[src/rtl/dtep_pkg.sv]
// Shared types and constants of the dash-depth tree edge parser.
package dtep_pkg;

	localparam int IndexBits = 16;
	localparam int ValueBits = 31;
	localparam int DepthBits = 8;
	localparam int ProdBits  = ValueBits + 4;

	localparam logic [DepthBits-1:0] DepthMax = 8'd255;
	localparam logic [ValueBits-1:0] ValueMax = {ValueBits{1'b1}};

	localparam logic [7:0] CharDash = 8'h2D;
	localparam logic [7:0] CharZero = 8'h30;
	localparam logic [7:0] CharNine = 8'h39;

	localparam logic [1:0] SideNone  = 2'd0;
	localparam logic [1:0] SideLeft  = 2'd1;
	localparam logic [1:0] SideRight = 2'd2;

	typedef struct packed {
		logic [7:0] ch;
		logic       last;
	} in_item_t;

	typedef struct packed {
		logic [IndexBits-1:0] node_index;
		logic [ValueBits-1:0] node_value;
		logic [DepthBits-1:0] node_depth;
		logic [IndexBits-1:0] parent_index;
		logic [1:0]           side;
		logic                 overflow;
		logic                 end_of_string;
		logic                 last_of_run;
	} out_item_t;

	// One finished node as the parser hands it on.
	typedef struct packed {
		logic [DepthBits-1:0] depth;
		logic [ValueBits-1:0] value;
	} node_cmd_t;

	// Everything one byte asks of the tree builder.
	typedef struct packed {
		logic      a_valid;
		node_cmd_t a;
		logic      b_valid;
		node_cmd_t b;
		logic      clear;
	} cmd_t;

endpackage

[src/rtl/dash_depth_tree_edge_parser_top.sv]
// Top level of the dash-depth tree edge parser.
//
// The parser reads a preorder tree string one byte per clock cycle and writes one edge record
// for every node it finishes: index, value, depth, parent index and side. A node's depth is
// the number of dashes in front of it and its value the decimal digits after them; bytes that
// are neither are skipped. Input bytes are taken every cycle while full is low; full only rises
// when the four-entry queue between the byte classifier and the tree builder fills, which
// happens only if results are not popped. The tree builder handles one byte's work per cycle
// while the output queue has room, except for a byte that finishes two nodes (a dash after digits
// that is also the last byte of the string), which it handles in two passes. A record passes from the
// command queue through the tree builder's register stage into a four-entry output queue, where
// it waits until popped. The path stack holds STACK_DEPTH entries in a memory with a registered
// read port; a node that finds the stack full is still reported, with overflow set, but is not
// pushed. Node indexes stop at all ones, again with overflow set. The last byte of a string
// resets the classifier state, the path length and the node count, so the next string starts
// again at index zero. Stack contents are never cleared: every entry is written before it is used.
module dash_depth_tree_edge_parser_top #(
	parameter int STACK_DEPTH = 64
) (
	input  logic                clk,
	input  logic                arst_n,
	input  logic                push,
	output logic                full,
	input  dtep_pkg::in_item_t  in_data,
	output logic                empty,
	input  logic                pop,
	output dtep_pkg::out_item_t out_data
);

	logic                cmd_push;
	dtep_pkg::cmd_t      cmd_in;
	dtep_pkg::cmd_t      cmd_head;
	logic                cmd_full;
	logic                cmd_empty;
	logic                cmd_pop;
	logic                res_push;
	dtep_pkg::out_item_t res;
	logic                res_full;

	assign full = cmd_full;

	// Classifies each accepted byte and keeps the node being read.
	dtep_front u_front (
		.clk      (clk),
		.arst_n   (arst_n),
		.accept   (push && !cmd_full),
		.in_data  (in_data),
		.cmd_push (cmd_push),
		.cmd      (cmd_in)
	);

	// Decouples the classifier from the tree builder.
	dtep_fifo #(
		.item_t (dtep_pkg::cmd_t),
		.Depth  (4)
	) u_cmd_q (
		.clk    (clk),
		.arst_n (arst_n),
		.push   (cmd_push),
		.wdata  (cmd_in),
		.full   (cmd_full),
		.pop    (cmd_pop),
		.rdata  (cmd_head),
		.empty  (cmd_empty)
	);

	// Attaches nodes to the path and forms the records.
	dtep_back #(
		.STACK_DEPTH (STACK_DEPTH)
	) u_back (
		.clk       (clk),
		.arst_n    (arst_n),
		.cmd       (cmd_head),
		.cmd_empty (cmd_empty),
		.cmd_pop   (cmd_pop),
		.res_push  (res_push),
		.res       (res),
		.res_full  (res_full)
	);

	// Holds finished records until the consumer pops them.
	dtep_fifo #(
		.item_t (dtep_pkg::out_item_t),
		.Depth  (4)
	) u_res_q (
		.clk    (clk),
		.arst_n (arst_n),
		.push   (res_push),
		.wdata  (res),
		.full   (res_full),
		.pop    (pop),
		.rdata  (out_data),
		.empty  (empty)
	);

endmodule

[src/rtl/dtep_fifo.sv]
// Small first-word-fall-through queue built from flip-flops.
module dtep_fifo #(
	parameter type item_t = logic,
	parameter int  Depth  = 4
) (
	input  logic  clk,
	input  logic  arst_n,
	input  logic  push,
	input  item_t wdata,
	output logic  full,
	input  logic  pop,
	output item_t rdata,
	output logic  empty
);

	localparam int PtrW = (Depth > 1) ? $clog2(Depth) : 1;
	localparam int CntW = $clog2(Depth + 1);

	item_t             mem_q [Depth];
	logic [PtrW-1:0]   wptr_q;
	logic [PtrW-1:0]   rptr_q;
	logic [CntW-1:0]   count_q;
	logic              do_push;
	logic              do_pop;

	assign full    = (count_q == CntW'(Depth));
	assign empty   = (count_q == '0);
	assign do_push = push && !full;
	assign do_pop  = pop && !empty;
	assign rdata   = mem_q[rptr_q];

	always_ff @(posedge clk or negedge arst_n) begin
		if (!arst_n) begin
			wptr_q  <= '0;
			rptr_q  <= '0;
			count_q <= '0;
		end else begin
			if (do_push) begin
				wptr_q <= (wptr_q == PtrW'(Depth - 1)) ? '0 : wptr_q + PtrW'(1);
			end
			if (do_pop) begin
				rptr_q <= (rptr_q == PtrW'(Depth - 1)) ? '0 : rptr_q + PtrW'(1);
			end
			if (do_push && !do_pop) begin
				count_q <= count_q + CntW'(1);
			end else if (do_pop && !do_push) begin
				count_q <= count_q - CntW'(1);
			end
		end
	end

	always_ff @(posedge clk) begin
		if (do_push) begin
			mem_q[wptr_q] <= wdata;
		end
	end

endmodule

[src/rtl/dtep_front.sv]
// Byte classifier: counts dashes, accumulates digits and hands finished nodes on.
module dtep_front (
	input  logic              clk,
	input  logic              arst_n,
	input  logic              accept,
	input  dtep_pkg::in_item_t in_data,
	output logic              cmd_push,
	output dtep_pkg::cmd_t    cmd
);

	typedef enum logic [2:0] {
		PH_IDLE  = 3'b001,
		PH_DASH  = 3'b010,
		PH_DIGIT = 3'b100
	} phase_t;

	phase_t                             phase_q;
	phase_t                             phase_d;
	logic [dtep_pkg::DepthBits-1:0]     dash_q;
	logic [dtep_pkg::DepthBits-1:0]     dash_d;
	logic [dtep_pkg::DepthBits-1:0]     dash_base;
	logic [dtep_pkg::ValueBits-1:0]     value_q;
	logic [dtep_pkg::ValueBits-1:0]     value_d;
	logic [dtep_pkg::ProdBits-1:0]      prod;
	logic [3:0]                         digit;
	logic                               is_dash;
	logic                               is_digit;

	assign is_dash  = (in_data.ch == dtep_pkg::CharDash);
	assign is_digit = (in_data.ch >= dtep_pkg::CharZero) && (in_data.ch <= dtep_pkg::CharNine);
	// The digit codes run from 0x30, so the low nibble is the digit itself.
	assign digit    = in_data.ch[3:0];

	// Ten times the value plus the digit, by shifts; it cannot exceed four extra bits.
	assign prod = (dtep_pkg::ProdBits'(value_q) << 3) + (dtep_pkg::ProdBits'(value_q) << 1)
		+ dtep_pkg::ProdBits'(digit);

	always_comb begin
		phase_d   = phase_q;
		dash_d    = dash_q;
		value_d   = value_q;
		dash_base = dash_q;
		cmd       = '0;
		cmd.a     = '{depth: dash_q, value: value_q};

		if (is_dash) begin
			// A dash after digits closes the pending node and starts a fresh one.
			if (phase_q == PH_DIGIT) begin
				cmd.a_valid = 1'b1;
				dash_base   = '0;
				value_d     = '0;
			end
			dash_d  = (dash_base == dtep_pkg::DepthMax) ? dash_base
				: dash_base + dtep_pkg::DepthBits'(1);
			phase_d = PH_DASH;
		end else if (is_digit) begin
			value_d = (prod > dtep_pkg::ProdBits'(dtep_pkg::ValueMax)) ? dtep_pkg::ValueMax
				: prod[dtep_pkg::ValueBits-1:0];
			phase_d = PH_DIGIT;
		end

		if (in_data.last) begin
			cmd.b_valid = (phase_d != PH_IDLE);
			cmd.b       = '{depth: dash_d, value: value_d};
			cmd.clear   = 1'b1;
			phase_d     = PH_IDLE;
			dash_d      = '0;
			value_d     = '0;
		end
	end

	assign cmd_push = accept && (cmd.a_valid || cmd.clear);

	always_ff @(posedge clk or negedge arst_n) begin
		if (!arst_n) begin
			phase_q <= PH_IDLE;
			dash_q  <= '0;
			value_q <= '0;
		end else if (accept) begin
			phase_q <= phase_d;
			dash_q  <= dash_d;
			value_q <= value_d;
		end
	end

endmodule

[src/rtl/dtep_back.sv]
// Tree builder: keeps the path stack, numbers nodes and forms the edge records.
module dtep_back #(
	parameter int STACK_DEPTH = 64
) (
	input  logic                  clk,
	input  logic                  arst_n,
	input  dtep_pkg::cmd_t        cmd,
	input  logic                  cmd_empty,
	output logic                  cmd_pop,
	output logic                  res_push,
	output dtep_pkg::out_item_t   res,
	input  logic                  res_full
);

	localparam int LenW  = $clog2(STACK_DEPTH + 1);
	localparam int AddrW = $clog2(STACK_DEPTH);
	localparam int CmpW  = (LenW > dtep_pkg::DepthBits) ? LenW : dtep_pkg::DepthBits;

	logic [dtep_pkg::IndexBits-1:0] path_mem [STACK_DEPTH];
	logic                           top_left_q;
	logic [LenW-1:0]                len_q;
	logic [dtep_pkg::IndexBits-1:0] cnt_q;
	logic                           sub_q;

	logic                           sel_a;
	dtep_pkg::node_cmd_t            node;
	logic                           node_go;
	logic                           pop_now;
	logic                           s2_ready;
	logic                           step;
	logic [CmpW-1:0]                len_x;
	logic [CmpW-1:0]                dc_x;
	logic [LenW-1:0]                eff_len;
	logic                           has_parent;
	logic [AddrW-1:0]               top;
	logic [AddrW-1:0]               new_slot;
	logic                           push_ok;
	logic                           cnt_full;
	logic [1:0]                     side;

	logic                           valid_s2;
	dtep_pkg::out_item_t            rec_s2;
	logic                           parent_s2;
	logic [dtep_pkg::IndexBits-1:0] rdata_s2;

	// A node that closes on a dash goes first, an end-of-string node after it.
	assign sel_a    = cmd.a_valid && !sub_q;
	assign node     = sel_a ? cmd.a : cmd.b;
	assign node_go  = sel_a || cmd.b_valid;
	assign pop_now  = !sel_a || !(cmd.b_valid || cmd.clear);
	assign s2_ready = !valid_s2 || !res_full;
	assign step     = !cmd_empty && s2_ready;
	assign cmd_pop  = step && pop_now;

	// The path is cut to the node's depth, never lengthened by it.
	assign len_x      = CmpW'(len_q);
	assign dc_x       = CmpW'(node.depth);
	assign eff_len    = (len_x > dc_x) ? LenW'(dc_x) : len_q;
	assign has_parent = (eff_len != '0);
	assign top        = AddrW'(eff_len - LenW'(1));
	assign new_slot   = AddrW'(eff_len);
	assign push_ok    = (eff_len < LenW'(STACK_DEPTH));
	assign cnt_full   = &cnt_q;

	// Every entry below the top already has its first child above it, so only the top
	// entry can still have a free left side; a node under a cut path always goes right.
	assign side       = !has_parent ? dtep_pkg::SideNone
		: (((eff_len != len_q) || top_left_q) ? dtep_pkg::SideRight : dtep_pkg::SideLeft);

	always_ff @(posedge clk or negedge arst_n) begin
		if (!arst_n) begin
			len_q      <= '0;
			cnt_q      <= '0;
			sub_q      <= 1'b0;
			top_left_q <= 1'b0;
			valid_s2   <= 1'b0;
		end else begin
			if (step) begin
				sub_q <= !pop_now;
				if (!sel_a && cmd.clear) begin
					len_q <= '0;
					cnt_q <= '0;
				end else if (node_go) begin
					if (!cnt_full) begin
						cnt_q <= cnt_q + dtep_pkg::IndexBits'(1);
					end
					len_q      <= push_ok ? eff_len + LenW'(1) : eff_len;
					// A pushed node is a fresh top; otherwise the old top has just taken a child.
					top_left_q <= !push_ok;
				end
			end
			if (s2_ready) begin
				valid_s2 <= step && node_go;
			end
		end
	end

	always_ff @(posedge clk) begin
		if (step && node_go) begin
			if (push_ok) begin
				path_mem[new_slot] <= cnt_q;
			end
			rdata_s2  <= path_mem[top];
			parent_s2 <= has_parent;
			rec_s2    <= '{
				node_index:    cnt_q,
				node_value:    node.value,
				node_depth:    node.depth,
				parent_index:  '0,
				side:          side,
				overflow:      cnt_full || !push_ok,
				end_of_string: !sel_a,
				last_of_run:   !sel_a || !cmd.b_valid
			};
		end
	end

	assign res_push = valid_s2 && !res_full;

	always_comb begin
		res              = rec_s2;
		res.parent_index = parent_s2 ? rdata_s2 : '0;
	end

endmodule
[config.mk]
export PLATFORM = sky130hd
export DESIGN_NAME = dash_depth_tree_edge_parser_top
export DESIGN_NICKNAME = d
export VERILOG_FILES = /design/src/rtl/dtep_pkg.sv /design/src/rtl/dash_depth_tree_edge_parser_top.sv /design/src/rtl/dtep_fifo.sv /design/src/rtl/dtep_front.sv /design/src/rtl/dtep_back.sv
export SDC_FILE = /design/constraint.sdc
export NUM_CORES = 2
export LEC_CHECK = 0
export BUFFER_PORTS_ARGS = -buffer_cell sky130_fd_sc_hd__clkbuf_2
export CORE_UTILIZATION = 43
export DETAILED_ROUTE_END_ITERATION = 6
export SETUP_SLACK_MARGIN = 0.1
export SLEW_MARGIN = 20
export SYNTH_ARGS = -nofsm -noshare
export SYNTH_HDL_FRONTEND = slang
export SYNTH_SLANG_ARGS = --single-unit
export TNS_END_PERCENT = 100
[constraint.sdc]
create_clock -name clk -period 12.4 [get_ports clk]
set_input_delay 0.62 -clock clk [delete_from_list [all_inputs] [get_ports clk]]
set_output_delay 0.62 -clock clk [all_outputs]
set_load 0.02 [all_outputs]
==> results.md <==
* Status: complete, but fails checks
* Violated checks: DRC
* Number of port buffers at 90
* RR Startpoint: u_cmd_q.rptr_q[0]$_DFFE_PN0P_
* Global-route wire length before repair at around 320 mm
* Post-synth top area cell: edfxtp_1
* Tot GR Track Use at roughly a quarter
* Final setup viols at 0
* CTS sink cnt at ~1800
* TritonCTS Buffers at 183
* Peak supply drop at 397 uV
* DP HPWL at between 100 and 150 mm
* Placer Congestion at 0.862
* Setup crit start kind: flip-flop
* Cell area after layout at about 0.086 sq mm
* Post-synth top area share at 67.4%
* Most used DFF post-synth: edfxtp_1
* Grt total ovfl at 0
* Worst Min Path Start: in_data[1]
* Worst hold path cell count at 3
* Ports at 91
* F_max at roughly 110 MHz
* Largest net degree at the start of global routing at roughly 120
* Post-cts sizing count at 0
* CP delay by family, top: compound AO/OA/AOI/OAI gates
* Register area share after synthesis at 70.0%
* Sw frac at 41.8%
* Synth Register Bits at between 1500 and 2000
* Root buffer selected by CTS: clkbuf_16
* FFs w/ async S/R, synth at 4.53%
* Std-Cell Rows at around 150
* Tmin final at roughly 9500 ps
* Slowest stage delay, CP at between 800 and 900 ps
* Combinational fraction of design power at between 40% and 50%
* Clock Path Buffers at 3
* Clock Skew at 52.7 ps
* Worst Setup SP: u_cmd_q.rptr_q[0]$_DFFE_PN0P_
* Worst setup EP type: flip-flop
* Worst EP arrival at between 10000 and 15000 ps
* Antenna violations before repair at 11
* TritonRoute pass-1 iters at 7
* Synth cell types at 90
* Initial drt markers at 6038
* Hold endpoint: u_front.value_q[0]$_DFFE_PN0P_
* Hold Path Class: in -> reg
* DRC viols at 1
* Routed Antenna Nets at 0
* CTS clk-pin slew, worst paths at roughly 60 ps
* Gate Count Post-Synth at 5075
* Clock latency on the worst-skew pair at around 850 ps
* R2r worst-path depth at 22
* Ratio of cells with drive above 1 in the final layout at 16.3%
* Reg2Reg Setup Slack at about 2900 ps
* Netlist Area Pre-Place at 0.0771 sq mm
* Final hold slack at 213 ps
* Final hold violations at 0
* Top-count cell post-synth: edfxtp_1
* Core area at 0.177 sq mm
* WP depth at 22
* Clock power share at 22.2%
* Vias in the first global route at between 40000 and 50000
* Critical Path, Cell by Cell: mux4_2 -> and2_4 -> buf_4 -> mux4_2 -> mux2i_4 -> ha_1 -> nand4_1 -> a21oi_1 -> o211a_1 -> nand2_4 -> a21oi_2 -> ha_4 -> clkinv_1 -> o211ai_1 -> nor2_4 -> buf_4 -> buf_4 -> nand3_1 -> o221ai_1 -> a211oi_1 -> o311ai_0 -> nand4_1
* DIE HEIGHT at 425 um
* Avg Cell Area, Syn at 15.2 sq um
* Worst reg2reg path endpoint: u_back.rdata_s2[9]$_DFFE_PP_
* Seq pwr share at 34.5%
* Post-Route WL at roughly 220 mm
* Count of warnings emitted by yosys at 0
* Worst Path Max Fanout at 41
* Die footprint at 0.181 sq mm
* Syn_nets at 5177
* CP Class: reg -> reg
* Max Slew Vio Count at 0
* CP dominant cell by count: buf_4
* Post-synth EDFFs at 1729
* Routed vias/inst at between 6 and 7
* CTS H-tree lvls at 4
* TritonCTS clock tree: done
* Main area contributors after synthesis: edfxtp_1, mux4_2, nand2_1
* CP Data Required Time at 12940 ps
* Worst slew pin tran at 1120 ps
* Slowest CP cell: o311ai_0
* Initial Utilization at 43.5%
* Leak Pwr at 29.5 nW
* Final period utilization at 76.6%
* Routed length per instance at 28.9 um
* Max cap viols at 0
* Top cells by count, synth: edfxtp_1, nand2_1, nor2_1
* Placed cell areas at about 0.08 sq mm
* CP bufs+invs at 4
* Power Density at 282 mW/mm^2
* Slew HR at 24.2%
* Die Wd at approximately 430 um
* P_int at 14.1 mW
* TNS Setup at 0 ps
* Area Growth Syn to Fin at 11.9%
* Switch Pwr at between 10 and 15 mW
* Routed via count at 47800
* RSZ-0062 raised after global routing: no
* Final #Nets at 5261
-- timing repair --
item	in CTS	in global routing
hold buffers	1	0
hold endpoints to repair	21	0
setup buffers	0	0
-- cell type report --
cell class	instances	area, sq um
antenna	12	30.0
inverter	45	179
sequential	1811	54000
clock inverter	97	936
fill	14800	90900
tap	2340	2930
multi-input combinational	2868	21500
clock buffer	240	4900
timing repair buffer	250	1690
-- tightest hold or removal path, stage by stage --
cell      delay (ps)
clkbuf_2         140
o21ai_0          170
a22oi_1           70
-- cells by family (layout without fill, tap and decap cells) --
| kind of cell | after synthesis | in the layout | share of synthesized area (%) |
|---|---|---|---|
| buffers and inverters | 396 | 632 | 2.21 |
| XOR/XNOR | 56 | 56 | 0.656 |
| flip-flops | 1811 | 1811 | 70.0 |
| multiplexers | 404 | 404 | 8.67 |
| adder cells (fa/ha/maj) | 89 | 89 | 1.48 |
| AO/OA/AOI/OAI | 1038 | 1038 | 9.50 |
| other | 0 | 12 | 0 |
| AND/OR/NAND/NOR | 1281 | 1281 | 7.43 |
-- layer usage --
layer	part of all wire (%)	up-vias	track usage (%)
met5	0	-	0
met4	3.9	0	9.29
met3	8.3	357	3.76
met2	47	2417	38.4
met1	41	24600	33.5
li1	-	20500	-
-- power groups by stage --
| stage | registers (mW) | clock network [mW] | logic (mW) |
|---|---|---|---|
| finish | 8.37 | 5.40 | 10.5 |
| global route | 8.43 | 5.69 | 11.0 |
| CTS | 8.37 | 5.48 | 10.4 |
| detailed placement | 8.50 | 0 | 10.4 |
| global placement | 8.45 | 0 | 10.3 |
| floorplan | 8.26 | 0 | 6.50 |
-- flip-flops by register name (all words and copies together) (netlist names), 3 cells and up --
| register | flops |
|---|---|
| u_back.cnt_q | 16 |
| u_back.len_q | 7 |
| u_back.path_mem | 1024 |
| u_back.rdata_s2 | 16 |
| u_back.res | 60 |
| u_cmd_q.count_q | 3 |
| u_cmd_q.mem_q | 324 |
| u_front.dash_q | 8 |
| u_front.phase_q | 3 |
| u_front.value_q | 31 |
| u_res_q.count_q | 3 |
| u_res_q.mem_q | 304 |
-- through the flow --
stage,instances,power [mW],worst slack [ps],utilization [%]
6_report,7663,24.3,2900,48.7
5_1_grt,7656,25.1,2440,48.7
4_1_cts,7651,24.3,2970,48.7
3_5_place_dp,7313,18.9,2940,45.4
3_3_place_gp,7313,18.8,2860,45.4
2_1_floorplan,5075,14.8,5320,-
-- worst max path at each step --
stage	slack [ps]	endpoint
finish	2900	u_back.rdata_s2[9]$_DFFE_PP_
global route	2440	u_back.rdata_s2[9]$_DFFE_PP_
CTS	2970	u_back.rdata_s2[9]$_DFFE_PP_
detailed placement	2940	u_back.rdata_s2[9]$_DFFE_PP_
global placement	2860	u_back.rdata_s2[15]$_DFFE_PP_
floorplan	5320	u_back.rdata_s2[1]$_DFFE_PP_
-- cells in the final DEF, fill, tap and decap left out, types with 49 or more instances in the layout --
| master | count |
|---|---|
| edfxtp_1 | 1729 |
| nand2_1 | 570 |
| buf_4 | 157 |
| o21ai_0 | 197 |
| a21oi_1 | 107 |
| ha_1 | 84 |
| clkbuf_1 | 50 |
| nand3_1 | 200 |
| nor2_1 | 211 |
| mux4_2 | 199 |
| o22ai_1 | 171 |
| a32oi_1 | 55 |
| clkbuf_16 | 186 |
| nor3_1 | 101 |
| clkinv_1 | 49 |
| mux2i_1 | 116 |
| o221ai_1 | 182 |
| mux2_2 | 85 |
| dfrtp_1 | 60 |
| clkbuf_2 | 89 |
(Power assumes the default switching activity.)
